$ cat src/rtl/core/sgr_pkg.sv
package sgr_pkg;

   localparam int DATA_W = 32;
   localparam int CFG_W = 10;
   localparam int FIFO_DEPTH = 3;
   localparam int FIFO_PTR_W = 2;

   typedef logic [DATA_W-1:0] sample_type;
   typedef logic [CFG_W-1:0] cfg_word_type;

   typedef enum logic {
      REG_GRAIN_COUNT = 1'b0,
      REG_ROTATION    = 1'b1
   } reg_index_type;

   typedef enum logic [2:0] {
      CFG_IDLE = 3'b001,
      CFG_DIV  = 3'b010,
      CFG_MUL  = 3'b100
   } cfg_state_type;

   typedef struct packed {
      logic busy;
      logic regrain;
   } cfg_stat_type;

endpackage

$ cat src/rtl/core/sgr_out_fifo.sv
module sgr_out_fifo
   import sgr_pkg::*;
(
   input  logic                  clock,
   input  logic                  reset,
   input  logic                  push,
   input  sample_type            push_data,
   input  logic                  push_last,
   input  logic                  pop,
   output logic [FIFO_PTR_W-1:0] count,
   output logic                  out_valid,
   output sample_type            out_data,
   output logic                  out_last
);

   localparam logic [FIFO_PTR_W-1:0] LAST_PTR = FIFO_PTR_W'(FIFO_DEPTH - 1);

   sample_type            data_ff [0:FIFO_DEPTH-1];
   logic                  last_ff [0:FIFO_DEPTH-1];
   logic [FIFO_PTR_W-1:0] wr_ptr_ff, wr_ptr_in;
   logic [FIFO_PTR_W-1:0] rd_ptr_ff, rd_ptr_in;
   logic [FIFO_PTR_W-1:0] count_ff, count_in;

   always_comb begin
      wr_ptr_in = wr_ptr_ff;
      rd_ptr_in = rd_ptr_ff;
      count_in  = count_ff;
      if (push) begin
         wr_ptr_in = (wr_ptr_ff == LAST_PTR) ? '0 : (wr_ptr_ff + FIFO_PTR_W'(1));
      end
      if (pop) begin
         rd_ptr_in = (rd_ptr_ff == LAST_PTR) ? '0 : (rd_ptr_ff + FIFO_PTR_W'(1));
      end
      if (push && !pop) begin
         count_in = count_ff + FIFO_PTR_W'(1);
      end else if (pop && !push) begin
         count_in = count_ff - FIFO_PTR_W'(1);
      end
   end

   always_ff @(posedge clock) begin
      if (reset) begin
         wr_ptr_ff <= '0;
         rd_ptr_ff <= '0;
         count_ff  <= '0;
      end else begin
         wr_ptr_ff <= wr_ptr_in;
         rd_ptr_ff <= rd_ptr_in;
         count_ff  <= count_in;
      end
   end

   always_ff @(posedge clock) begin
      if (push) begin
         data_ff[wr_ptr_ff] <= push_data;
         last_ff[wr_ptr_ff] <= push_last;
      end
   end

   assign count     = count_ff;
   assign out_valid = (count_ff != '0);
   assign out_data  = data_ff[rd_ptr_ff];
   assign out_last  = last_ff[rd_ptr_ff];

endmodule
$ cat config.mk
export PLATFORM = sky130hd
export DESIGN_NAME = sgr_out_fifo
export DESIGN_NICKNAME = d
export VERILOG_FILES = /design/src/rtl/core/sgr_pkg.sv /design/src/rtl/core/sgr_out_fifo.sv
export SDC_FILE = /design/constraint.sdc
export NUM_CORES = 1
export LEC_CHECK = 0
export ABC_AREA = 1
export BUFFER_PORTS_ARGS = -buffer_cell sky130_fd_sc_hd__buf_2
export CORE_MARGIN = 2
export CORE_UTILIZATION = 30
export DETAILED_ROUTE_END_ITERATION = 16
export GPL_TIMING_DRIVEN = 0
export SYNTH_ARGS = -nofsm -noshare
export SYNTH_HDL_FRONTEND = slang
export SYNTH_SLANG_ARGS = --single-unit
$ cat constraint.sdc
create_clock -name clock -period 5.3 [get_ports clock]
set_clock_uncertainty 0.2 [all_clocks]
set_input_delay 1.06 -clock clock [delete_from_list [all_inputs] [get_ports clock]]
set_output_delay 1.06 -clock clock [all_outputs]
set_load 0.02 [all_outputs]
Word-level counts from Yosys, hierarchy flattened
Memories as Yosys holds them, arrays and structs flattened. A register that Yosys moved wholly into a read port is not among the register bits.
Cells that the tools add are included.
{"block": "classes", "add_sub_neg": 4, "eq_ne": 2, "muxes": 10, "n_reduce_logical": 6}
{"operator": "$mux 2", "n": 8}
{"operator": "$add 2x1->2 const B", "n": 3}
{"operator": "$eq 2x2->1 const B", "n": 2}
{"operator": "$reduce_bool 2->1", "n": 2}
{"operator": "$logic_and 1x1->1", "n": 2}
{"operator": "$logic_not 1->1", "n": 2}
{"operator": "$mux 1", "n": 2}
{"operator": "$sub 2x1->2 const B", "n": 1}
{"block": "totals", "reg_bits": 6, "ram_bits": 99, "word_cells": 27, "n_memories": 2}
{"memory": "data_ff", "depth": 3, "word_bits": 32, "read_ports": 1, "rd_clocked_by_memory_dff": 1, "wr": 1, "line_no": "sgr_out_fifo.sv:18", "source": "sample_type data_ff [0:FIFO_DEPTH-1];"}
{"memory": "last_ff", "depth": 3, "word_bits": 1, "read_ports": 1, "rd_clocked_by_memory_dff": 1, "wr": 1, "line_no": "sgr_out_fifo.sv:19", "source": "logic last_ff [0:FIFO_DEPTH-1];"}

Depth between registers and ports, before layout
Gate-level depths: netlist of the first run.
{"block": "depth", "word_depth": 4, "mapped_depth": 8}

Worst setup path after synthesis of the first run
Ideal clock, no wire load.
{"block": "synth_path", "kind": "input-to-reg", "start": "input push", "end": "memory data_ff[2][0] in the netlist's numbering (enable)", "arrival_ns": 3.375, "required_ns": 4.636, "setup_slack_ns": 1.261, "path_stages": 2, "n_path_buf": 0, "path_cell_list": "inv_1 > nor3_1"}
{"block": "synth_via", "elab_chain_cells": 2}
{"item": "start: declaration", "line_no": "sgr_out_fifo.sv:6", "source": "input logic push,"}
{"item": "$mux 1", "line_no": "sgr_out_fifo.sv:54", "source": "if (push) begin"}
{"item": "$mux 1 (implied by the code)", "line_no": "sgr_out_fifo.sv:55", "source": "data_ff[wr_ptr_ff] <= push_data;"}
{"item": "end: declaration", "line_no": "sgr_out_fifo.sv:18"}
No other way between the ends.

==> impl_metrics.tcl, run 1 <==
set metrics [dict create \
    root_buffer "clkbuf_16" \
    synth.distinct_cells 17 \
    drc 0 \
    leakage_uw 0.00186 \
    viasPerCell 4.45 \
    rows 42 \
    clkLatencyLatePin_ns 0.34 \
    timing.final.ws_setup_ns 2.55 \
    cp_cell_sequence "buf_6 > buf_4 > a21oi_1 > a21oi_1 > buf_2" \
    gp_congestion 0.757 \
    hold_viol 0 \
    antenna_found_initial 0 \
    end_kind "primary output" \
    syn_nets 329 \
    cap_violations 0 \
    postRouteAntennaNets 0 \
    drtIter0Drc 131 \
    power_uw 1870 \
    synth.ff_latch_count 107 \
    cts_tree "built" \
    htreeDepth 3 \
    critPathBufInv 3 \
    period_needed_ns 2.75 \
    status "finished clean" \
    syn_avg_cell_area_sq_um 13.9 \
    yosysSeqAreaShare_pct 77.7 \
    cpLargestDelayFamily "buffers and inverters" \
    core_area_sq_um 13200 \
    placedCellCount 542 \
    drt_pre_antenna_iters 4 \
    worst_path_max_delay_cell "dfxtp_1" \
    cts_max_path_buffers 2 \
    critPathMostFrequentCell "a21oi_1" \
    utilization_pct 37.5 \
    antenna_cells 0 \
    critPathLaunchType "flop" \
    die_h_um 120 \
    setup_tns_ns 0 \
    path_max_fanout 10 \
    grt-ovfl-total 0 \
    io_pins 73 \
    tightest_slew_ns 0.922 \
    holdBufCountCts 0 \
    worstPathRequired_ns 4.04 \
    io_buffers 72 \
    synthCells 291 \
    finalSetupViolCount 0 \
    first_global_vias 2470 \
    hp-class "flop to flop" \
    synth_area_sq_um 4030 \
    finalMaxSlewViolations 0 \
    die_x_um 120 \
    final_nets 415 \
    grt_max_degree 34 \
    pre_cts_ws_ns 2.36 \
    fin_crit_sh_pct 51.9 \
    cts_made_buffers 9 \
    ir_drop_mv 0.229 \
    wl_per_cell_um 15.3 \
    track_usage_pct 12.5 \
    place_hpwl_um 5380 \
    start_util_pct 30.6 \
    postCtsSetupRepairBufs 0 \
    ys_warn_count 0 \
    cts_resized 0 \
    cp.arrival_ns 1.49 \
    cts_sinks 107 \
    dieArea_sq_um 14400 \
    syn_to_final_growth_pct 22.7 \
    grt_first_pass_wirelength_um 13100 \
    fmaxAchievable_ghz 0.363 \
    critical_path_class "flop to primary output" \
    power_density_nw_per_um2 378 \
    wirelength_um 8520 \
    slew_headroom_pct 38.2 \
    cts.clk_slew.worst_paths_ns 0.06 \
    vias 2483 \
    stdcell_count 558 \
    cp_slowest_stage_delay_ns 0.32 \
    rsz0062_at_grt "no" \
    drive_gt1_share_pct 29.8 \
]
cells by family after synthesis:
group	Yosys count	synth area share, %
flip-flops	107	77.7
AND/OR/NAND/NOR	83	7.97
AO/OA/AOI/OAI	72	9.40
buffers and inverters	28	4.65
adder cells (fa/ha/maj)	1	0.310
tightest hold or removal path, stage by stage (launching register included):
cell     delay [ns]
dfxtp_1        0.30
inv_1          0.06
a21oi_1        0.07
registers in the layout, indices dropped and copies added, names as in the netlist, named ones only:
name and count:
wr_ptr_ff 2, last_ff 3, data_ff 96, count 2, rd_ptr_ff 2
power breakdown:
group / internal, uW / switching, uW / total (uW)
registers: 964 / 10.1 / 975
clock network: 366 / 285 / 651
logic: 81.1 / 162 / 243
total: 1410 / 457 / 1870
final cells by class:
type / instances / area [sq um]
Clock inverter: 6 / 66.3
Tap cell: 176 / 220
Buffer: 14 / 128
Clock buffer: 10 / 229
Multi-Input combinational cell: 156 / 718
Sequential cell: 107 / 3130
Inverter: 14 / 60.1
Fill cell: 1265 / 8240
Timing Repair Buffer: 75 / 394
Yosys cell counts:
cell type	number	area [sq um]
nor3_1	1	5.00
edfxtp_1	99	2970
buf_6	6	67.6
clkinv_4	1	8.76
nand4_1	1	6.26
nor2_1	36	135
a21oi_1	65	325
inv_4	1	6.26
nand3_1	2	10.0
nor3b_1	1	7.51
nand2_1	42	158
ha_1	1	12.5
buf_4	8	60.1
o21ai_0	2	10.0
a21oi_2	5	43.8
inv_1	12	45.0
dfxtp_1	8	160
final timing paths:
check               startpoint            to  slack, ns  cells after the start
setup reg to reg  wr_ptr_ff[1]    last_ff[2]       3.23                      4
setup / recovery          flop  out_data[18]       2.55                      5
hold / removal    rd_ptr_ff[1]  rd_ptr_ff[1]       0.27                      2
hold reg to reg   rd_ptr_ff[1]  rd_ptr_ff[1]       0.27                      2
metal layers:
layer  global-route usage (%)  vias up  wire, um
met5                        0        -         0
met4                     3.31        0        99
met3                     4.66        9       388
met2                     21.6       59      4380
met1                     14.6     1206      3650
li1                         -     1209         -
per-stage QoR:
| step | instance area [sq um] | hold slack, ns |
|---|---|---|
| after CTS | 4950 | 0.274 |
| after global routing | 4950 | 0.299 |
| after floorplan | 4030 | 0.239 |
| final | 4950 | 0.273 |
| after detailed placement | 4650 | 0.265 |
| after global placement | 4610 | 0.262 |
cells in the final DEF (no fill, tap or decap), drive strengths merged:
cell | synthesis | layout
inv | 13 | 13
nand4 | 1 | 1
o21ai | 2 | 2
nor3 | 1 | 1
clkinv | 1 | 3
nor2 | 36 | 36
ha | 1 | 1
dfxtp | 8 | 8
clkbuf | 0 | 10
clkinvlp | 0 | 3
edfxtp | 99 | 99
nor3b | 1 | 1
nand2 | 42 | 42
bufinv | 0 | 1
buf | 14 | 89
nand3 | 2 | 2
a21oi | 70 | 70
(Power assumes the default switching activity.)
==> run 2: changes to the inputs <==
--- a/config.mk
+++ b/config.mk
@@ -5,7 +5,7 @@
 export SDC_FILE = /design/constraint.sdc
 export NUM_CORES = 1
 export LEC_CHECK = 0
-export ABC_AREA = 1
+export ABC_AREA = 0
 export BUFFER_PORTS_ARGS = -buffer_cell sky130_fd_sc_hd__buf_2
 export CORE_MARGIN = 2
 export CORE_UTILIZATION = 30
==> constraint.sdc (replaced) <==
create_clock -name clock -period 2.2 [get_ports clock]
set_clock_uncertainty 0.2 [all_clocks]
set_input_delay 0.44 -clock clock [delete_from_list [all_inputs] [get_ports clock]]
set_output_delay 0.44 -clock clock [all_outputs]
set_load 0.02 [all_outputs]
==> run 2 against run 1 <==
  * Clock power rose to 2.5 times the previous value
  * Wire length fell by 9.6%
  * Die area fell by 1.6%
  * Flip-flop and latch count did not move
  * Combinational power rose by 100%
  * Cell area rose by 0.68%
  * Sequential power rose by 140%
  * Worst hold slack got worse by 0.17 ns
  * Critical path depth did not move
  * Largest cell class unchanged
  * Largest power group unchanged
  * Highest routed layer unchanged
==> impl_metrics.tcl, run 2 <==
set metrics [dict create \
    synth.distinct_cells 20 \
    period_needed_ns 2.11 \
    wirelength_um 7700 \
    wl_per_cell_um 15.1 \
    start_util_pct 30.3 \
    fin_crit_sh_pct 95.7 \
    syn_to_final_growth_pct 25.5 \
    grt_max_degree 25 \
    htreeDepth 3 \
    cts_sinks 107 \
    track_usage_pct 11.4 \
    critical_path_class "flop to primary output" \
    largest_registers "data_ff (96), last_ff (3)" \
    postRouteAntennaNets 0 \
    antenna_cells 0 \
    ys_warn_count 0 \
    async_flop_share_pct 0 \
    drc 0 \
    io_buffers 72 \
    synth.ff_latch_count 107 \
    final_nets 367 \
    clkLatencyLatePin_ns 0.34 \
    yosysMostFrequentCell "edfxtp_1" \
    utilization_pct 38.1 \
    cts.clk_slew.worst_paths_ns 0.07 \
    cts_max_path_buffers 2 \
    synth_top_cell_by_area "edfxtp_1" \
    drtIter0Drc 91 \
    grt_first_pass_wirelength_um 12100 \
    gp_congestion 0.638 \
    top_register "data_ff" \
    finalSetupViolCount 0 \
    synth_area_sq_um 3970 \
    cts_made_buffers 9 \
    final_common_cell "edfxtp_1" \
    die_x_um 119 \
    viasPerCell 4.33 \
    synth_top_flop_cell "edfxtp_1" \
    hp-class "input pin to flop" \
    ir_drop_mv 0.320 \
    antenna_found_initial 0 \
    io_pins 73 \
    fmaxAchievable_ghz 0.475 \
    dieArea_sq_um 14200 \
    rows 42 \
    nFillCells 1235 \
    die_h_um 119 \
    root_buffer "clkbuf_16" \
    timing.final.ws_setup_ns 0.0942 \
    leakage_uw 0.00178 \
    syn_avg_cell_area_sq_um 16.4 \
    largest_register_ffs 96 \
    power_uw 4480 \
    cp.arrival_ns 1.47 \
    slew_headroom_pct 58.7 \
    tightest_slew_ns 0.618 \
    place_hpwl_um 5070 \
    vias 2207 \
    layout_common_cells "99 x edfxtp_1, 72 x buf_2, 35 x nand2_1" \
    cap_violations 0 \
    worstPathRequired_ns 1.56 \
    status "finished clean" \
    synth_top_area_share_pct 74.9 \
    synth_commonest_cells "99 x edfxtp_1, 35 x nand2_1, 33 x mux2i_1, 33 x o21ai_1, 8 x dfxtp_1" \
    synth-edff-count 99 \
    cts_tree "built" \
    drive_gt1_share_pct 31.7 \
    yosysSeqAreaShare_pct 78.9 \
    drt_pre_antenna_iters 4 \
    hold_viol 0 \
    first_global_vias 2300 \
    grt-ovfl-total 0 \
    path_max_fanout 10 \
    end_kind "primary output" \
    core_area_sq_um 13100 \
    netlist_top_cells_area "edfxtp_1 75%, mux2i_1 8.3%, o21ai_1 4.2%, dfxtp_1 4.0%, nand2_1 3.3%" \
    power_density_nw_per_um2 899 \
    syn_nets 280 \
    setup_tns_ns 0 \
    rsz0062_at_grt "yes" \
    critPathLaunchType "flop" \
    synthCells 242 \
    holdBufCountCts 0 \
    pre_cts_ws_ns 0.0226 \
    finalMaxSlewViolations 0 \
]
-- run 2: critical path, stage by stage (launching register included) --
cell and delay [ns]:
dfxtp_1 0.31, buf_4 0.16, buf_6 0.19, mux2i_1 0.21, o21ai_1 0.09, buf_2 0.17
-- run 2: final timing paths --
check                           cells past startpoint  slack [ns]          start             end
worst max-delay path                                5        0.09           flop     out_data[4]
worst min-delay path                                1        0.10  push_data[29]  data_ff[1][29]
worst max register to register                      3        0.34   wr_ptr_ff[0]  data_ff[1][12]
worst min register to register                      2        0.32       count[1]        count[1]
-- run 2: final cells by class --
class,count,area [sq um],area share [%]
clock inverters,7,82.6,1.66
plain buffers,11,92.6,1.86
flip-flops and latches,107,3130,62.9
inverters,2,7.51,0.151
well taps,176,220,4.42
multi-input cells,122,782,15.7
repair buffers,76,438,8.79
clock buffers,9,225,4.52
-- run 2: through the flow --
stage	hold WS, ns	cell area, sq um	instances
6_report	0.103	4980	510
2_1_floorplan	0.295	3990	242
4_1_cts	0.0841	4980	510
3_5_place_dp	0.325	4650	494
3_3_place_gp	0.278	4570	490
5_1_grt	0.0844	4980	510
-- run 2: power breakdown --
| part | leakage [uW] | total (uW) | switching (uW) | internal (uW) |
|---|---|---|---|---|
| Sequential | 0.000982 | 2350 | 29.2 | 2320 |
| Combinational | 0.000641 | 496 | 311 | 185 |
| Clock | 0.000154 | 1630 | 652 | 982 |
| Total | 0.00178 | 4480 | 992 | 3490 |
-- run 2: routing by layer --
metal | share of wire, % | GRT usage (%) | routed length, um | up-vias
li1 | - | - | - | 1073
met1 | 43 | 13.3 | 3310 | 1079
met2 | 51 | 19.9 | 3920 | 47
met3 | 4.9 | 3.69 | 375 | 8
met4 | 1.2 | 3.57 | 93 | 0
met5 | 0 | 0 | 0 | -
-- run 2: cells by family (layout without fill, tap and decap cells) --
| logic type | count (synthesis) | in the layout | synth area share, % |
|---|---|---|---|
| xor gates and xnor gates | 2 | 2 | 0.441 |
| buffers and inverters | 13 | 105 | 2.02 |
| AOI/OAI and AO/OA | 38 | 38 | 4.79 |
| muxes | 34 | 34 | 8.61 |
| DFF | 107 | 107 | 78.9 |
| adders and majority gates | 1 | 1 | 0.315 |
| and+or+nand+nor | 47 | 47 | 4.89 |
-- run 2: timing repair --
action,in CTS,in global routing
setup buffers,0,0
setup endpoints to repair,33,27
pin swaps,0,0
resized for setup,8,2
