--- src/rtl/core/sgr_pkg.sv ---
package sgr_pkg;

   localparam int DATA_W = 32;
   localparam int CFG_W = 10;
   localparam int FIFO_DEPTH = 3;
   localparam int FIFO_PTR_W = 2;

   typedef logic [DATA_W-1:0] sample_type;
   typedef logic [CFG_W-1:0] cfg_word_type;

   typedef enum logic {
      REG_GRAIN_COUNT = 1'b0,
      REG_ROTATION    = 1'b1
   } reg_index_type;

   typedef enum logic [2:0] {
      CFG_IDLE = 3'b001,
      CFG_DIV  = 3'b010,
      CFG_MUL  = 3'b100
   } cfg_state_type;

   typedef struct packed {
      logic busy;
      logic regrain;
   } cfg_stat_type;

endpackage

--- src/rtl/core/sgr_addr_gen.sv ---
module sgr_addr_gen
   import sgr_pkg::*;
#(
   parameter int BLOCK_BINS = 512
) (
   input  logic                                    clock,
   input  logic                                    reset,
   input  logic [$clog2(BLOCK_BINS + 1)-1:0]       grain_size,
   input  logic [$clog2(BLOCK_BINS + 1)-1:0]       last_base,
   input  cfg_word_type                            rotation,
   input  logic                                    regrain,
   input  logic                                    accept,
   output logic                                    walking,
   output logic [$clog2(2 * (BLOCK_BINS + 1))-1:0] wr_addr,
   output logic [$clog2(2 * (BLOCK_BINS + 1))-1:0] rd_addr,
   output logic                                    frame_end,
   output logic                                    zero_out
);

   localparam int BW = $clog2(BLOCK_BINS + 1);
   localparam int AW = $clog2(2 * (BLOCK_BINS + 1));
   localparam int SW = ((BW > CFG_W) ? BW : CFG_W) + 2;
   localparam logic [BW-1:0] BINS = BW'(BLOCK_BINS);
   localparam logic [AW-1:0] FRAME_LEN = AW'(BLOCK_BINS + 1);
   localparam logic [SW-1:0] BINS_S = SW'(BLOCK_BINS);

   logic [BW-1:0] pos_ff, pos_in;
   logic          bank_ff, bank_in;
   logic          primed_ff, primed_in;
   logic [BW-1:0] off_ff, off_in;
   logic [BW-1:0] base_ff, base_in;
   logic          walking_ff, walking_in;
   logic [BW-1:0] wc_ff, wc_in;

   logic [BW-1:0] adv_off, adv_base;
   logic          wrap;
   logic          in_last;
   logic [BW-1:0] pre;
   logic [SW-1:0] shifted, wrapped;
   logic [BW-1:0] src_bin, rd_bin, target;

   assign wrap     = ((off_ff + BW'(1)) == grain_size);
   assign adv_off  = wrap ? '0 : (off_ff + BW'(1));
   assign adv_base = wrap ? (base_ff + grain_size) : base_ff;
   assign in_last  = (grain_size == '0) || (base_ff >= last_base);
   assign pre      = in_last ? (last_base + (BINS - pos_ff))
                             : (base_ff + (grain_size - BW'(1) - off_ff));
   assign shifted  = {{(SW - BW){1'b0}}, pre} - {{(SW - CFG_W){rotation[CFG_W-1]}}, rotation};

   always_comb begin
      if (shifted[SW-1]) begin
         wrapped = shifted + BINS_S;
      end else if (shifted >= BINS_S) begin
         wrapped = shifted - BINS_S;
      end else begin
         wrapped = shifted;
      end
   end

   assign src_bin = wrapped[BW-1:0] + BW'(1);
   assign rd_bin  = (pos_ff == '0) ? '0 : src_bin;
   assign rd_addr = bank_ff ? AW'(rd_bin) : (AW'(rd_bin) + FRAME_LEN);
   assign wr_addr = bank_ff ? (AW'(pos_ff) + FRAME_LEN) : AW'(pos_ff);
   assign target  = (pos_ff == '0) ? '0 : (pos_ff - BW'(1));

   always_comb begin
      pos_in     = pos_ff;
      bank_in    = bank_ff;
      primed_in  = primed_ff;
      off_in     = off_ff;
      base_in    = base_ff;
      walking_in = walking_ff;
      wc_in      = wc_ff;
      if (regrain) begin
         off_in     = '0;
         base_in    = '0;
         wc_in      = '0;
         walking_in = 1'b1;
      end else if (walking_ff) begin
         if (wc_ff == target) begin
            walking_in = 1'b0;
         end else begin
            off_in  = adv_off;
            base_in = adv_base;
            wc_in   = wc_ff + BW'(1);
         end
      end else if (accept) begin
         if (pos_ff == BINS) begin
            pos_in    = '0;
            bank_in   = !bank_ff;
            primed_in = 1'b1;
            off_in    = '0;
            base_in   = '0;
         end else begin
            pos_in = pos_ff + BW'(1);
            if (pos_ff != '0) begin
               off_in  = adv_off;
               base_in = adv_base;
            end
         end
      end
   end

   always_ff @(posedge clock) begin
      if (reset) begin
         pos_ff     <= '0;
         bank_ff    <= 1'b0;
         primed_ff  <= 1'b0;
         off_ff     <= '0;
         base_ff    <= '0;
         walking_ff <= 1'b0;
         wc_ff      <= '0;
      end else begin
         pos_ff     <= pos_in;
         bank_ff    <= bank_in;
         primed_ff  <= primed_in;
         off_ff     <= off_in;
         base_ff    <= base_in;
         walking_ff <= walking_in;
         wc_ff      <= wc_in;
      end
   end

   assign walking   = walking_ff;
   assign frame_end = (pos_ff == BINS);
   assign zero_out  = !primed_ff;

endmodule

--- config.mk ---
export PLATFORM = sky130hd
export DESIGN_NAME = sgr_addr_gen
export DESIGN_NICKNAME = d
export VERILOG_FILES = /design/src/rtl/core/sgr_pkg.sv /design/src/rtl/core/sgr_addr_gen.sv
export SDC_FILE = /design/constraint.sdc
export NUM_CORES = 1
export LEC_CHECK = 0
export BUFFER_PORTS_ARGS = -buffer_cell sky130_fd_sc_hd__buf_2
export CAP_MARGIN = 25
export CORE_UTILIZATION = 61
export DETAILED_ROUTE_END_ITERATION = 16
export MAX_ROUTING_LAYER = met4
export PLACE_DENSITY_LB_ADDON = 0.05
export SYNTH_ARGS = -nofsm -noshare
export SYNTH_HDL_FRONTEND = slang
export SYNTH_SLANG_ARGS = --single-unit
--- constraint.sdc ---
create_clock -name clock -period 11.19 [get_ports clock]
set_clock_uncertainty 0.15 [all_clocks]
set_input_delay 2.238 -clock clock [delete_from_list [all_inputs] [get_ports clock]]
set_output_delay 2.238 -clock clock [all_outputs]
set_load 0.05 [all_outputs]
Yosys cells after proc, flatten, opt, wreduce, memory -nomap -nowiden
Index checks and enable logic that the tools add are counted.
{"block": "word_totals", "register_bits": 43, "output_inout_bits": 25}
{"block": "op_classes", "bitwise": 3, "order_cmp": 2, "reduce_logical": 13, "eq_ne": 4, "n_mux": 23, "n_addsub": 16}
{"cell": "two-way mux 10 bit", "count": 18}
{"cell": "adder 10 x 1 -> 10 bit, second input constant", "count": 4}
{"cell": "adder 10 bit", "count": 3}
{"cell": "adder 10 x 10 -> 11 bit, second input constant", "count": 2}
{"cell": "two-way mux 11 bit", "count": 2}
{"cell": "== test 10 bit", "count": 2}
{"cell": "logical NOT 10 bit", "count": 2}
{"cell": "subtractor 10 x 1 -> 10 bit, second input constant", "count": 2}
{"cell": "greater-or-equal comparator 12 x 10 -> 1 bit, second input constant", "count": 1}
{"cell": "subtractor 11 x 10 -> 12 bit", "count": 1}
{"cell": "adder 10 bit, second input constant", "count": 1}
{"cell": "== test 10 bit, second input constant", "count": 1}
{"cell": "greater-or-equal comparator 10 bit", "count": 1}
{"cell": "nonzero test 10 bit", "count": 1}
{"cell": "subtractor 10 bit", "count": 1}
{"cell": "subtractor 10 bit, first input constant", "count": 1}
{"cell": "subtractor 10 bit, second input constant", "count": 1}
{"cell": "AND reduction 3 bit", "count": 2}
{"cell": "AND reduction 4 bit", "count": 1}
{"cell": "two-way mux 1 bit", "count": 3}
{"cell": "NOT 1 bit", "count": 3}
{"cell": "nonzero test 3 bit", "count": 1}
{"cell": "logical NOT 1 bit", "count": 2}
{"cell": "!= test 2 bit, second input constant", "count": 1}
{"cell": "4 further kinds", "count": 4}

Longest topological paths before layout
{"block": "depth", "word_depth": 12, "mapped_depth": 23, "mapped_depth_nobuf": 23}

Worst setup path after synthesis
Ideal clock, no wire load.
{"block": "synth_path", "kind": "input to output", "from": "in last_base[0]", "to": "out rd_addr[10]", "n_path_buf": 1, "slack_ns": 0.813, "stages": 21, "t_required_ns": 8.802, "arrival_ns": 7.989, "cell_sequence": "ha_1 nand2b_1 a21o_1 a21o_1 a21o_1 a21oi_1 nor2b_1 o21ai_0 a21o_1 clkbuf_1 mux2_2 fa_1 a211oi_1 o21ai_0 a221oi_1 nand4_1 xnor2_1 or4b_2 nor2_1 a21oi_1 nor3_1"}
{"block": "synth_via", "elab_chain_cells": 11, "word_cells_on_any_way": 14, "cone_classes": "add/sub: 6; order compare: 2; mux: 5; reduce/logical: 1"}
{"item": "from (decl)", "line_no": "sgr_addr_gen.sv:9", "source": "input logic [$clog2(BLOCK_BINS + 1)-1:0] last_base,"}
{"item": "greater-or-equal comparator 10 bit", "line_no": "sgr_addr_gen.sv:45", "source": "assign in_last = (grain_size == '0) || (base_ff >= last_base);"}
{"item": "logical OR 1 bit", "line_no": "sgr_addr_gen.sv:45"}
{"item": "two-way mux 10 bit *", "line_no": "sgr_addr_gen.sv:46", "source": "assign pre = in_last ? (last_base + (BINS - pos_ff))"}
{"item": "subtractor 11 x 10 -> 12 bit *", "line_no": "sgr_addr_gen.sv:48", "source": "assign shifted = {{(SW - BW){1'b0}}, pre} - {{(SW - CFG_W){rotation[CFG_W-1]}}, rotation};"}
{"item": "subtractor 10 bit / greater-or-equal comparator 12 x 10 -> 1 bit (equally long branches)", "line_no": "sgr_addr_gen.sv:54, sgr_addr_gen.sv:53"}
{"item": "two-way mux 10 bit", "line_no": "sgr_addr_gen.sv:53", "source": "end else if (shifted >= BINS_S) begin"}
{"item": "two-way mux 10 bit *", "line_no": "sgr_addr_gen.sv:51", "source": "if (shifted[SW-1]) begin"}
{"item": "adder 10 x 1 -> 10 bit *", "line_no": "sgr_addr_gen.sv:60", "source": "assign src_bin = wrapped[BW-1:0] + BW'(1);"}
{"item": "two-way mux 10 bit *", "line_no": "sgr_addr_gen.sv:61", "source": "assign rd_bin = (pos_ff == '0) ? '0 : src_bin;"}
{"item": "adder 10 x 10 -> 11 bit *", "line_no": "sgr_addr_gen.sv:62", "source": "assign rd_addr = bank_ff ? AW'(rd_bin) : (AW'(rd_bin) + FRAME_LEN);"}
{"item": "two-way mux 11 bit *", "line_no": "sgr_addr_gen.sv:62"}
{"item": "to (decl)", "line_no": "sgr_addr_gen.sv:15", "source": "output logic [$clog2(2 * (BLOCK_BINS + 1))-1:0] rd_addr,"}
Mark *: on every way between the ends. The rest lies on a longest branch, timed or not.

Final worst setup path
{"block": "layout_path", "from": "in last_base[0]", "to": "out rd_addr[9]"}
{"block": "layout_via", "elab_chain_cells": 11, "word_cells_on_any_way": 14, "cone_classes": "add/sub: 6; order compare: 2; mux: 5; reduce/logical: 1"}
{"item": "greater-or-equal comparator 10 bit", "line_no": "sgr_addr_gen.sv:45"}
{"item": "logical OR 1 bit", "line_no": "sgr_addr_gen.sv:45"}
{"item": "two-way mux 10 bit *", "line_no": "sgr_addr_gen.sv:46"}
{"item": "subtractor 11 x 10 -> 12 bit *", "line_no": "sgr_addr_gen.sv:48"}
{"item": "subtractor 10 bit / greater-or-equal comparator 12 x 10 -> 1 bit (equally long branches)", "line_no": "sgr_addr_gen.sv:54, sgr_addr_gen.sv:53"}
{"item": "two-way mux 10 bit", "line_no": "sgr_addr_gen.sv:53"}
{"item": "two-way mux 10 bit *", "line_no": "sgr_addr_gen.sv:51"}
{"item": "adder 10 x 1 -> 10 bit *", "line_no": "sgr_addr_gen.sv:60"}
{"item": "two-way mux 10 bit *", "line_no": "sgr_addr_gen.sv:61"}
{"item": "adder 10 x 10 -> 11 bit", "line_no": "sgr_addr_gen.sv:62"}
{"item": "two-way mux 11 bit *", "line_no": "sgr_addr_gen.sv:62"}
Marks and branches as above.

==> flow_summary.json <==
{
  "outcome": "complete, no violations",
  "p_int_mw": 0.298,
  "whs_path_depth": 2,
  "yosysMostFrequentCell": "inv_1",
  "min-delay-start": "primed_ff",
  "die_area_um2": 9340,
  "pin_count": 59,
  "synth.top_cell.area_share": 0.158,
  "synth_cell_type_count": 70,
  "r2r-end": "base_ff[1]",
  "antenna_found_initial": 0,
  "critPathLaunch": "last_base[0]",
  "instances_no_fill": 858,
  "hold_path.class": "reg2reg",
  "synth_edf_count": 0,
  "cts_sinks": 43,
  "clk_pin_slew_ns": 0.08,
  "hold_viol": 0,
  "root_buffer": "clkbuf_8",
  "p_sw_frac": 0.406,
  "clock_path_buffers": 2,
  "chipWidth_um": 96.6,
  "overflow": 0,
  "vias": 5126,
  "ctsHtreeMaxLevel": 2,
  "drt_drc_violations_left": 0,
  "core_um2": 8680,
  "die_height_um": 96.6,
  "syn_area_per_cell_um2": 7.71,
  "power_frac_seq": 0.310,
  "power_frac_clock": 0.217,
  "worst_ep_required_time_ns": 8.80,
  "p_per_area_nw_per_um2": 85.5,
  "seq_area_frac_synth": 0.158,
  "cts_tree": "done",
  "num_rows": 34,
  "yosysWarningCount": 0,
  "crit_type": "in2out",
  "worstHoldEndpoint": "primed_ff",
  "setup_violations": 0,
  "antenna_left": 0,
  "tightest_slew_ns": 0.967,
  "nFillCells": 803,
  "start_kind": "input pin",
  "setup_tns_ns": 0,
  "worst-path-buf-inv": 3,
  "critical_path.max_stage_delay_ns": 0.71,
  "rrSetupSlack_ns": 7.08,
  "regToRegStartpoint": "pos_ff[0]",
  "drive_gt1_frac": 0.116,
  "drtIter0Drc": 246,
  "synth-async-reset-ratio": 0,
  "post_cts_resized": 0,
  "nets": 859,
  "r2r_cells": 10,
  "syn_nets": 819,
  "ys.flop_type": "dfxtp_1",
  "crit_family": "compound AO/OA/AOI/OAI gates",
  "holdWs_ns": 0.312,
  "ys_top_cells_by_count": "inv_1 (89), ha_1 (63), xnor2_1 (52)",
  "p_switching_mw": 0.204,
  "initial_core_util": 0.630,
  "vdd_ir_drop_max_mv": 0.0683,
  "num_antenna_cells": 0,
  "yosysTopAreaCell": "dfxtp_1",
  "netlist_top_cells_area": "dfxtp_1 (16%), ha_1 (14%), xnor2_1 (8.3%), inv_1 (6.1%), fa_1 (4.8%)",
  "grt_use_total": 0.294,
  "dr.pass1.iters": 7,
  "power_mw": 0.502,
  "via_per_inst": 5.97,
  "slew_headroom": 0.350,
  "cap_violations": 0,
  "holdBufCountCts": 0,
  "cpMaxStageDelayCell": "or4b_2",
  "grt_pass1_wl_um": 22300,
  "first_global_vias": 4865,
  "port_buffers": 58,
  "post-cts-setup-buffer-count": 0,
  "max_freq_mhz": 96.7,
  "wl_per_cell_um": 15.4,
  "synthCells": 709,
  "min_period_over_period": 0.924,
  "cp-end-kind": "output pin",
  "syn_area_um2": 5460,
  "grt_start_max_net_pins": 24,
  "drv_slew": 0,
  "gp_congestion": 0.892,
  "path_cells": "buf_2 -> ha_1 -> nand2b_1 -> a21o_1 -> a21o_1 -> a21o_1 -> a21oi_1 -> nor2b_1 -> o21ai_0 -> a21o_1 -> mux2_2 -> ha_1 -> inv_1 -> fa_1 -> a211oi_1 -> o21ai_0 -> a221oi_1 -> nand4_1 -> xnor2_1 -> or4b_2 -> nor3_1 -> o21ai_0 -> o31ai_1 -> buf_2",
  "ys_ff_latch": 43,
  "combPwrFrac": 0.473,
  "hpwlAfterDp_um": 10500,
  "cp_common_cell": "a21o_1",
  "clock_latency_ns": 0.30,
  "finalWirelength_um": 13200,
  "utilization": 0.677,
  "dp.cells": 850,
  "cp_max_fo": 11,
  "post-route-min-period_ns": 10.34,
  "syn2layout_area_growth_pct": 7.47,
  "cellLeakagePower_nw": 2.70,
  "arrival_ns": 7.95,
  "rsz0062_at_grt": "no",
  "cts-buffers-inserted": 5
}
==> routing by layer <==
layer / up-vias / share of wire / global-route usage
met4: 0 / 0.015 / 0.0827
li1: 2555 / - / -
met5: - / 0 / -
met2: 154 / 0.46 / 0.477
met1: 2398 / 0.47 / 0.385
met3: 19 / 0.056 / 0.0383
==> sequential cells by signal (all words and copies together), names as in the netlist <==
name	count
wc_ff	10
bank_ff	1
base_ff	10
primed_ff	1
off_ff	10
walking	1
pos_ff	10
==> cell usage in the layout (no fill, tap or decap), drive strengths merged, types with 7 or more instances in the layout <==
| master | Yosys | final |
|---|---|---|
| or4 | 7 | 7 |
| ha | 63 | 63 |
| buf | 8 | 59 |
| inv | 89 | 89 |
| or3 | 8 | 8 |
| nor2 | 50 | 50 |
| a21oi | 45 | 45 |
| o21ai | 34 | 34 |
| xor2 | 28 | 28 |
| mux2i | 11 | 11 |
| nor3 | 19 | 19 |
| a21o | 14 | 14 |
| a22o | 9 | 9 |
| nand3 | 22 | 22 |
| and3 | 11 | 11 |
| nand4 | 7 | 7 |
| nand2 | 40 | 40 |
| nor2b | 12 | 12 |
| nor4 | 7 | 7 |
| dfxtp | 43 | 43 |
| nor3b | 11 | 11 |
| xnor2 | 52 | 52 |
| fa | 13 | 13 |
==> area by class of cell <==
class / instances / area [um^2] / share of cell area
timing repair buffer: 59 / 298 / 0.0507
sequential: 43 / 861 / 0.147
multi-input combinational: 550 / 4140 / 0.705
inverter: 90 / 338 / 0.0575
clock buffer: 6 / 82.6 / 0.0141
clock inverter: 2 / 16.3 / 0.00277
tap: 108 / 135 / 0.0230
==> worst max-delay path by stage <==
stage                  endpoint  slack (ns)  cells past startpoint
finish               rd_addr[9]        0.85                     24
detailed placement   rd_addr[9]        0.91                     24
global route         rd_addr[9]        0.31                     24
floorplan           rd_addr[10]        0.81                     21
global placement     rd_addr[9]        1.12                     22
CTS                  rd_addr[9]        0.90                     24
==> metrics by stage <==
step / setup slack (ns) / area, um^2
after global placement: 1.12 / 5770
after floorplan: 0.813 / 5460
final: 0.853 / 5870
after global routing: 0.310 / 5870
after detailed placement: 0.906 / 5770
after CTS: 0.897 / 5870
==> cell families (layout without fill, tap and decap cells) <==
family / count (synthesis) / in the layout / synth area share
compound gates: 162 / 162 / 0.199
xor+xnor: 80 / 80 / 0.128
fa+ha+maj: 76 / 76 / 0.192
buf+inv: 116 / 157 / 0.0845
flops: 43 / 43 / 0.158
mux: 15 / 15 / 0.0284
simple gates: 217 / 217 / 0.210
==> worst reg2reg max path: stages, from the launching register on <==
cell and delay (ns):
dfxtp_1 0.47, inv_1 0.16, ha_1 0.23, or4b_4 0.53
or4_1 0.51, and3_1 0.19, o22ai_1 0.14, o41a_1 0.38
nor2_2 0.17, nor4_2 0.87, a22o_1 0.25
==> power by group through the flow <==
| stage | combinational [mW] | clock (mW) | sequential (mW) |
|---|---|---|---|
| 2_1_floorplan | 0.188 | 0 | 0.159 |
| 3_3_place_gp | 0.230 | 0 | 0.159 |
| 3_5_place_dp | 0.235 | 0 | 0.159 |
| 4_1_cts | 0.237 | 0.113 | 0.156 |
| 5_1_grt | 0.266 | 0.118 | 0.156 |
| 6_report | 0.237 | 0.109 | 0.156 |
(Power assumes the default switching activity.)
